==> config.mk <==
export PLATFORM = sky130hd
export DESIGN_NAME = sorted_list_engine_top
export DESIGN_NICKNAME = d
export VERILOG_FILES = /design/src/sv/sle_pkg.sv /design/src/sv/sle_cell.sv /design/src/sv/sorted_list_engine_top.sv
export SDC_FILE = /design/constraint.sdc
export NUM_CORES = 2
export LEC_CHECK = 0
export ABC_AREA = 1
export BUFFER_PORTS_ARGS = -buffer_cell sky130_fd_sc_hd__buf_2
export CORE_MARGIN = 4
export CORE_UTILIZATION = 31
export CTS_CLUSTER_DIAMETER = 60
export DETAILED_ROUTE_END_ITERATION = 10
export SLEW_MARGIN = 40
export SYNTH_ARGS = -nofsm -noshare
export SYNTH_HDL_FRONTEND = slang
export SYNTH_SLANG_ARGS = --single-unit
==> constraint.sdc <==
create_clock -name clk_i -period 8.3 [get_ports clk_i]
set_input_delay 0.83 -clock clk_i [delete_from_list [all_inputs] [get_ports clk_i]]
set_output_delay 0.83 -clock clk_i [all_outputs]
set_load 0.02 [all_outputs]
==> src/sv/sle_pkg.sv <==
// Sorted list engine package: action and status codes, cell control type,
// default sizes. Used by sle_cell and sorted_list_engine_top.
package sle_pkg;

  localparam int unsigned CAPACITY   = 16;
  localparam int unsigned VALUE_BITS = 32;

  typedef enum logic [2:0] {
    ACT_INSERT = 3'd0,
    ACT_READ   = 3'd1,
    ACT_ERASE  = 3'd2,
    ACT_FIND   = 3'd3,
    ACT_CLEAR  = 3'd4
  } action_e;

  typedef enum logic [1:0] {
    ST_OK       = 2'd0,
    ST_RANGE    = 2'd1,
    ST_FULL     = 2'd2,
    ST_NOTFOUND = 2'd3
  } status_e;

  typedef struct packed {
    logic insert;
    logic erase;
  } cell_ctrl_t;

endpackage

==> src/sv/sle_cell.sv <==
// One slot of the sorted chain: holds an entry, compares it with the item
// value, and takes the new value or a neighbor's entry. Uses sle_pkg.
module sle_cell #(
  parameter int unsigned VALUE_BITS = sle_pkg::VALUE_BITS
) (
  input  logic                    clk_i,
  input  sle_pkg::cell_ctrl_t     ctrl_i,
  input  logic                    slot_valid_i,
  input  logic                    prev_lt_i,
  input  logic                    after_idx_i,
  input  logic [VALUE_BITS-1:0]   value_i,
  input  logic [VALUE_BITS-1:0]   left_i,
  input  logic [VALUE_BITS-1:0]   right_i,
  output logic [VALUE_BITS-1:0]   entry_o,
  output logic                    lt_o,
  output logic                    eq_o
);

  logic [VALUE_BITS-1:0] entry_q, entry_d;

  assign lt_o    = slot_valid_i && (entry_q < value_i);
  assign eq_o    = slot_valid_i && (entry_q == value_i);
  assign entry_o = entry_q;

  always_comb begin
    entry_d = entry_q;
    if (ctrl_i.insert && !lt_o) begin
      entry_d = prev_lt_i ? value_i : left_i;
    end else if (ctrl_i.erase && after_idx_i) begin
      entry_d = right_i;
    end
  end

  always_ff @(posedge clk_i) begin
    entry_q <= entry_d;
  end

endmodule

==> src/sv/sorted_list_engine_top.sv <==
// Sorted list engine top level: chain of sle_cell slots, entry count,
// position encoders and the result register. Uses sle_pkg and sle_cell.
//
// Usage: one item on the input channel (action_i, item_value_i, item_index_i)
// yields exactly one result item (status_o, position_o, read_value_o,
// entry_total_o) on the output channel. Both channels use valid/stall; an
// item moves at an edge where valid is high and stall is low.
// All cells compare against the item value in parallel, and the chain shifts
// by one slot on insert or erase. The result is registered in the output
// register at the acceptance edge; throughput is one item per cycle while
// the output side takes results. While a result waits under out_stall_i,
// in_stall_o is raised and the held result stays unchanged.
// Reset empties the list (count zero) and drops any waiting result; slot
// contents are left as they are and are never read before written.
// Insert places a value before equal entries; find gives the lowest match.
module sorted_list_engine_top #(
  parameter int unsigned CAPACITY   = sle_pkg::CAPACITY,
  parameter int unsigned VALUE_BITS = sle_pkg::VALUE_BITS,
  localparam int unsigned IdxW = $clog2(CAPACITY),
  localparam int unsigned CntW = $clog2(CAPACITY + 1)
) (
  input  logic                  clk_i,
  input  logic                  rst_ni,
  input  logic                  in_valid_i,
  output logic                  in_stall_o,
  input  logic [2:0]            action_i,
  input  logic [VALUE_BITS-1:0] item_value_i,
  input  logic [IdxW-1:0]       item_index_i,
  output logic                  out_valid_o,
  input  logic                  out_stall_i,
  output logic [1:0]            status_o,
  output logic [CntW-1:0]       position_o,
  output logic [VALUE_BITS-1:0] read_value_o,
  output logic [CntW-1:0]       entry_total_o
);

  logic                  accept;
  logic [CntW-1:0]       count_q, count_d;
  logic [CntW-1:0]       idx_ext;
  logic                  full, idx_ok;
  logic [CAPACITY-1:0]   lt, eq;
  logic [VALUE_BITS-1:0] entries [CAPACITY];
  logic [CntW-1:0]       ins_pos, find_pos;
  logic                  found;
  sle_pkg::cell_ctrl_t   ctrl;

  logic                  out_valid_q;
  sle_pkg::status_e      status_q, status_d;
  logic [CntW-1:0]       position_q, position_d;
  logic [VALUE_BITS-1:0] read_value_q, read_value_d;

  assign in_stall_o = out_valid_q && out_stall_i;
  assign accept     = in_valid_i && !in_stall_o;
  assign idx_ext    = CntW'(item_index_i);
  assign full       = (count_q >= CntW'(CAPACITY));
  assign idx_ok     = (idx_ext < count_q);

  assign ctrl.insert = accept && (action_i == sle_pkg::ACT_INSERT) && !full;
  assign ctrl.erase  = accept && (action_i == sle_pkg::ACT_ERASE) && idx_ok;

  for (genvar i = 0; i < CAPACITY; i++) begin : g_cell
    logic [VALUE_BITS-1:0] left, right;
    if (i == 0) begin : g_first
      assign left = item_value_i;
    end else begin : g_left
      assign left = entries[i-1];
    end
    if (i == CAPACITY - 1) begin : g_last
      assign right = entries[i];
    end else begin : g_right
      assign right = entries[i+1];
    end
    sle_cell #(
      .VALUE_BITS (VALUE_BITS)
    ) u_cell (
      .clk_i        (clk_i),
      .ctrl_i       (ctrl),
      .slot_valid_i (CntW'(i) < count_q),
      .prev_lt_i    ((i == 0) ? 1'b1 : lt[(i == 0) ? 0 : i-1]),
      .after_idx_i  (CntW'(i) >= idx_ext),
      .value_i      (item_value_i),
      .left_i       (left),
      .right_i      (right),
      .entry_o      (entries[i]),
      .lt_o         (lt[i]),
      .eq_o         (eq[i])
    );
  end

  always_comb begin
    ins_pos  = count_q;
    find_pos = '0;
    found    = 1'b0;
    for (int i = CAPACITY - 1; i >= 0; i--) begin
      if (!lt[i]) begin
        ins_pos = CntW'(i);
      end
      if (eq[i]) begin
        find_pos = CntW'(i);
        found    = 1'b1;
      end
    end
  end

  always_comb begin
    count_d      = count_q;
    status_d     = sle_pkg::ST_OK;
    position_d   = '0;
    read_value_d = '0;
    unique case (action_i)
      sle_pkg::ACT_INSERT: begin
        if (full) begin
          status_d = sle_pkg::ST_FULL;
        end else begin
          position_d = ins_pos;
          count_d    = count_q + CntW'(1);
        end
      end
      sle_pkg::ACT_READ: begin
        if (!idx_ok) begin
          status_d = sle_pkg::ST_RANGE;
        end else begin
          read_value_d = entries[item_index_i];
        end
      end
      sle_pkg::ACT_ERASE: begin
        if (!idx_ok) begin
          status_d = sle_pkg::ST_RANGE;
        end else begin
          count_d = count_q - CntW'(1);
        end
      end
      sle_pkg::ACT_FIND: begin
        if (found) begin
          position_d = find_pos;
        end else begin
          status_d = sle_pkg::ST_NOTFOUND;
        end
      end
      sle_pkg::ACT_CLEAR: begin
        count_d = '0;
      end
      default: begin
      end
    endcase
  end

  always_ff @(posedge clk_i or negedge rst_ni) begin
    if (!rst_ni) begin
      count_q     <= '0;
      out_valid_q <= 1'b0;
    end else begin
      if (accept) begin
        count_q     <= count_d;
        out_valid_q <= 1'b1;
      end else if (!out_stall_i) begin
        out_valid_q <= 1'b0;
      end
    end
  end

  always_ff @(posedge clk_i) begin
    if (accept) begin
      status_q     <= status_d;
      position_q   <= position_d;
      read_value_q <= read_value_d;
    end
  end

  assign out_valid_o   = out_valid_q;
  assign status_o      = status_q;
  assign position_o    = position_q;
  assign read_value_o  = read_value_q;
  assign entry_total_o = count_q;

endmodule

-- After elaboration in Yosys (flattened, before gate mapping)
Cells that the tools add are included.
W data, S select, Z words.
- bits in registers: 557
- input bits: 43
- word-level logic and storage cells: 312
- output and inout port bits: 46
- $lt $le $gt $ge: 50
- reduce and logical (&&, ||, !) cells: 107
- bitwise logic cells: 1
- equality and inequality tests: 23
- muxes and demuxes: 108
- add/sub/neg operators: 2
- operator list (cell ; count):
    $mux W32 ; 47
    $eq A32 B32 Y1 ; 16
    $lt A32 B32 Y1 ; 16
    $mux W5 ; 35
    $bmux W32 S4 ; 1
    $logic_and A1 B1 Y1 ; 69
    $lt A4 B5 Y1 const A ; 8
    $reduce_bool A2 Y1 ; 15
    $ge A4 B4 Y1 const A ; 7
    $lt A3 B5 Y1 const A ; 4
    $mux W1 ; 19
    $logic_not A1 Y1 ; 18
    $ge A3 B4 Y1 const A ; 4
    $pmux W5 S3 ; 1
    $ge A5 B5 Y1 const B ; 2
    $lt A1 B5 Y1 const A ; 2
    $lt A2 B5 Y1 const A ; 2
    $pmux W5 S2 ; 1
    $ge A1 B4 Y1 const A ; 2
    $ge A2 B4 Y1 const A ; 2
    $eq A3 B2 Y1 const B ; 2
    $pmux W2 S3 ; 1
    $add A5 B1 Y5 const B ; 1
    $lt A4 B5 Y1 ; 1
    13 further kinds ; 15

-- Longest topological paths before layout
- depth in word-level cells: 20
- gate-level depth with buffers: 29
- depth with buffers taken out: 29

-- Modules after synthesis
A second synthesis with hierarchy kept.
- cell total of the unflattened synthesis: 6868
- area total of the unflattened synthesis: 49399.9 µm²
- modules (own cells, without submodules) (module ; area an instance (µm²) ; instances ; sequential area each (µm²) ; cells each):
    sle_cell ; 2650.0 ; 16 ; 960.9 ; 356
    sorted_list_engine_top ; 6999.2 ; 1 ; 1321.3 ; 1172

-- Worst setup path before layout
No wires, ideal clock.
- kind: input to register
- start: input out_stall_i
- end: register g_cell[7].u_cell.entry_q[0] (enable)
- setup time: 466 ps
- arrival time: 6713 ps
- slack: 1122 ps
- required time: 7834 ps
- buffers on the path: 1
- cell stages on the path: 8
- cell sequence: nand2_1 > inv_2 > nor2_1 > inv_1 > nor3_4 > inv_2 > buf_4 > o21ai_0
- cells in the longest elaborated chain, start to end: 7
- elaborated cells on any way between the ends: 10
- those cells by class: reduce/logical: 10
- ends and longest elaborated chain (item ; RTL line ; source):
    start, declared ; sorted_list_engine_top.sv:30 ; input logic out_stall_i,
    $logic_and A1 B1 Y1 (*) ; sorted_list_engine_top.sv:52 ; assign in_stall_o = out_valid_q && out_stall_i;
    via in_stall_o ; sorted_list_engine_top.sv:25 ; output logic in_stall_o,
    $logic_not A1 Y1 (*) ; sorted_list_engine_top.sv:53 ; assign accept = in_valid_i && !in_stall_o;
    $logic_and A1 B1 Y1 (*) ; sorted_list_engine_top.sv:53 ;
    via accept ; sorted_list_engine_top.sv:37 ; logic accept;
    $logic_and A1 B1 Y1, on equally long branches (2 in a row) ; sorted_list_engine_top.sv:59, sorted_list_engine_top.sv:58 ;
    $logic_and A1 B1 Y1, on equally long branches ; sle_cell.sv:29, sle_cell.sv:27 ;
    $reduce_bool A2 Y1 (no source line) (*) ; - ;
    end signal, assigned ; sle_cell.sv:35 ; entry_q <= entry_d;
    end, declared ; sle_cell.sv:19 ; logic [VALUE_BITS-1:0] entry_q, entry_d;
The timed path passes the listed nets; every way through them passes the cells marked *.
A chain may end at the register's enable or synchronous reset.

-- Final worst setup path
- start: input item_value_i[25]
- end: register g_cell[8].u_cell.entry_q[29] (enable)
- cells in the longest elaborated chain, start to end: 5
- ends and longest elaborated chain (item ; RTL line ; source):
    start, declared ; sorted_list_engine_top.sv:27 ; input logic [VALUE_BITS-1:0] item_value_i,
    $lt A32 B32 Y1 ; sle_cell.sv:21 ; assign lt_o = slot_valid_i && (entry_q < value_i);
    $logic_and A1 B1 Y1 ; sle_cell.sv:21 ;
    $logic_not A1 Y1 ; sle_cell.sv:27 ; if (ctrl_i.insert && !lt_o) begin
    $logic_and A1 B1 Y1 ; sle_cell.sv:27 ;
    $reduce_bool A2 Y1 (no source line) ; - ;
    end signal, assigned ; sle_cell.sv:35 ;
    end, declared ; sle_cell.sv:19 ;
No other way between the ends.

==> impl_metrics.ini <==
[synth]
syn_area_per_cell_um2 = 7.93
postSynthRegisterBits = 557
synth.yosys.warnings = 0
synthDistinctLibCells = 61
ys_top_cells_by_count = o21ai_0, nand2_1, a21oi_1
yosys.area.top_type = edfxtp_1
count_of_flip_flops_with_a_built_in_enable_after_synthesis = 551
post_synth_mux_area_share = 0
synthesis.area_mm2 = 0.0438
synth_top_family_by_area = compound AO/OA/AOI/OAI gates
dominantRegCellSynth = edfxtp_1
synth_xor_xnor_area_share = 0.000800
mappedNetlistNets = 6086
synth.top_cell.area_share = 0.378
synth_area_leaders = edfxtp_1, ha_1, o21ai_0, a21oi_1, nand2_1
synth_sequential_area_ratio = 0.381
post_synthesis_compound_gate_area_fraction = 0.260
adder_cell_fraction_of_synth_area = 0.148
synthArstFlopShare = 0.0108
simple_gate_area_share_of_the_yosys_netlist = 0.132
synthMostInstantiatedCell = o21ai_0
syn_inst = 5525

[global_route]
grtUsageTotal = 0.219
grt-ovfl-total = 0
wire_length_of_the_first_global_routing_pass_um = 249000
initial_antenna_violation_count = 11
via_count_of_the_first_global_routing_pass = 39200
largest_net_degree_at_the_start_of_global_routing = 158

[drt]
post_drt_wl_per_cell_um = 22.7
drc_errors = 0
antenna_violating_nets_left = 0
post_drt_via_cell_ratio = 5.63
drt_first_iter_violations = 4962
detail_route.first_pass.iterations = 6
detail_route.wirelength_um = 167000
routed-via-count = 41600

[cts]
cts_root_buffer = clkbuf_16
cts_tree = built
postCtsHoldBufs = 1
clkLatencyLatePin_ns = 0.68
cts-buffers-inserted = 76
htree_num_levels = 3
cts.reportedPaths.clkPinSlew_ns = 0.06
post_cts_resize_count = 0
cts.repair_timing.setup_buffer_count = 0
clk_path_buf_depth = 3
clock-sinks = 557

[critical_path]
critPathArrivalTime_ns = 5.73
cp_data_required_time_ns = 8.60
critical_path.startpoint_type = input port
max_fo_critical_path = 62
worstSetupEndpointType = flop
crit_type = input port to flop

[power]
net_switching_fraction_of_the_power = 0.365
power.net_switching_mw = 3.28
cell_internal_pwr_mw = 5.69
power.share.combinational = 0.254
vdd_ir_drop_max_v = 0.000121
seq_power_share = 0.371
total_power_mw = 8.97
power.static_leakage_nw = 19.8
power.share.clock = 0.375
cellPowerDensity_mw_per_mm2 = 185

[finish]
ff_latch_area_mm2 = 0.0167
fill_cells = 14700
design_area_mm2 = 0.0486
multi_input_area_mm2 = 0.0239
layout_net_count = 6003
flow.area_growth_from_synthesis_pct = 10.9
post_route_cells_drive_above_1_share = 0.0653

[floorplan]
fp.coreArea_mm2 = 0.140
ios = 89
die_height_um = 384
die_x_um = 384
dieArea_mm2 = 0.147
rows = 137
initial_utilization = 0.313

[sta]
drv_slew = 0
min_period_over_period = 0.654
tightestPinTransition_ns = 1.03
setup_viol = 0
max_freq_mhz = 184
tns_ns = 0
setup_repair_after_global_routing_missed_its_margin = false
finClkSkew_ns = 0.0308
remaining_max_slew_budget_at_the_tightest_pin = 0.305
hold_ws_ns = 0.401
min_period_ns = 5.42
timing_hold_violations_final = 0

[placement]
gp_congestion = 0.936
hpwl_um = 125000
dpl_cell_area_mm2 = 0.0461
portBuffers = 88

[status]
outcome = finished clean

[hold_path]
min_path_type = input port to flop

[flow_run]
drv.max_cap_violation_count = 0
-- stage by stage --
step / setup slack, ns / instances / util
4_1_cts: 3.18 / 7376 / 0.347
3_3_place_gp: 2.46 / 7232 / 0.328
3_5_place_dp: 2.61 / 7238 / 0.329
5_1_grt: 2.60 / 7377 / 0.347
2_1_floorplan: 1.12 / 5525 / -
6_report: 2.88 / 7382 / 0.347
-- routing by layer --
| layer | wire length, µm | global-route usage |
|---|---|---|
| met1 | 69100 | 0.287 |
| met2 | 74600 | 0.347 |
| met3 | 15900 | 0.0456 |
| met4 | 7630 | 0.101 |
| met5 | 230 | 0.00860 |
-- power groups by stage --
| stage | clock network [mW] | logic [mW] | registers (mW) |
|---|---|---|---|
| floorplan | 0 | 1.42 | 3.35 |
| global placement | 0 | 2.17 | 3.38 |
| detailed placement | 0 | 2.21 | 3.38 |
| CTS | 3.41 | 2.22 | 3.32 |
| global route | 3.51 | 2.46 | 3.34 |
| finish | 3.36 | 2.27 | 3.33 |
-- worst max-delay path: stages --
cell      delay [ns]
buf_2           0.34
clkinv_1        0.72
ha_1            0.60
nand2_1         0.08
nor4_1          0.64
nand4_1         0.15
inv_1           0.17
a21boi_4        0.07
buf_4           0.33
nor2_4          0.67
inv_2           0.49
o21ai_4         0.14
buf_4           0.43
-- cells by family (layout without fill, tap and decap cells) --
family                     after synthesis  after routing
AOI/OAI and AO/OA                     2175           2175
xor gates and xnor gates                 4              4
adders and majority gates              518            518
buffers and inverters                  868            844
DFF                                    557            557
other                                    1              6
and+or+nand+nor                       1402           1402
-- registers in the layout (all words and copies together) (netlist names) --
signal / flops
status_o: 2
entry_total_o: 5
read_value_o: 32
g_cell.u_cell.entry_o: 512
out_valid_o: 1
position_o: 5
-- path summary, 6_finish.rpt --
check / start / end / slack [ns] / cells past startpoint
worst max-delay path: item_value_i[25] / g_cell[8].u_cell.entry_o[29] / 2.88 / 13
worst min-delay path: in_valid_i / out_valid_o / 0.40 / 3
worst max register to register: entry_total_o[1] / g_cell[10].u_cell.entry_o[31] / 3.14 / 13
worst min register to register: out_valid_o / out_valid_o / 0.51 / 2
max in group asynchronous: rst_ni / entry_total_o[0] / 7.63 / 2
min in group asynchronous: rst_ni / out_valid_o / 0.53 / 2
-- area by class of cell --
class	count	area share
timing repair buffer	161	0.0222
multi-input combinational	4100	0.492
clock inverter	44	0.00891
sequential	557	0.344
tap	1876	0.0483
inverter	546	0.0423
antenna	5	0.000258
clock buffer	93	0.0420
-- cells in the final DEF (no fill, tap or decap), types with 26 or more instances in the layout --
cell and instances:
buf_4 63, clkbuf_16 78, clkinv_1 26, edfxtp_1 551, ha_1 518, nor3_1 31, inv_1 503, o21ai_1 70
nand2_1 844, a41oi_1 32, o211ai_1 38, nor2_1 307, nand3_1 83, o22ai_1 35, o21ai_0 1078, nand4_1 64
a21oi_1 835, inv_2 30, buf_2 86
Power figures use the tool's default switching activity.
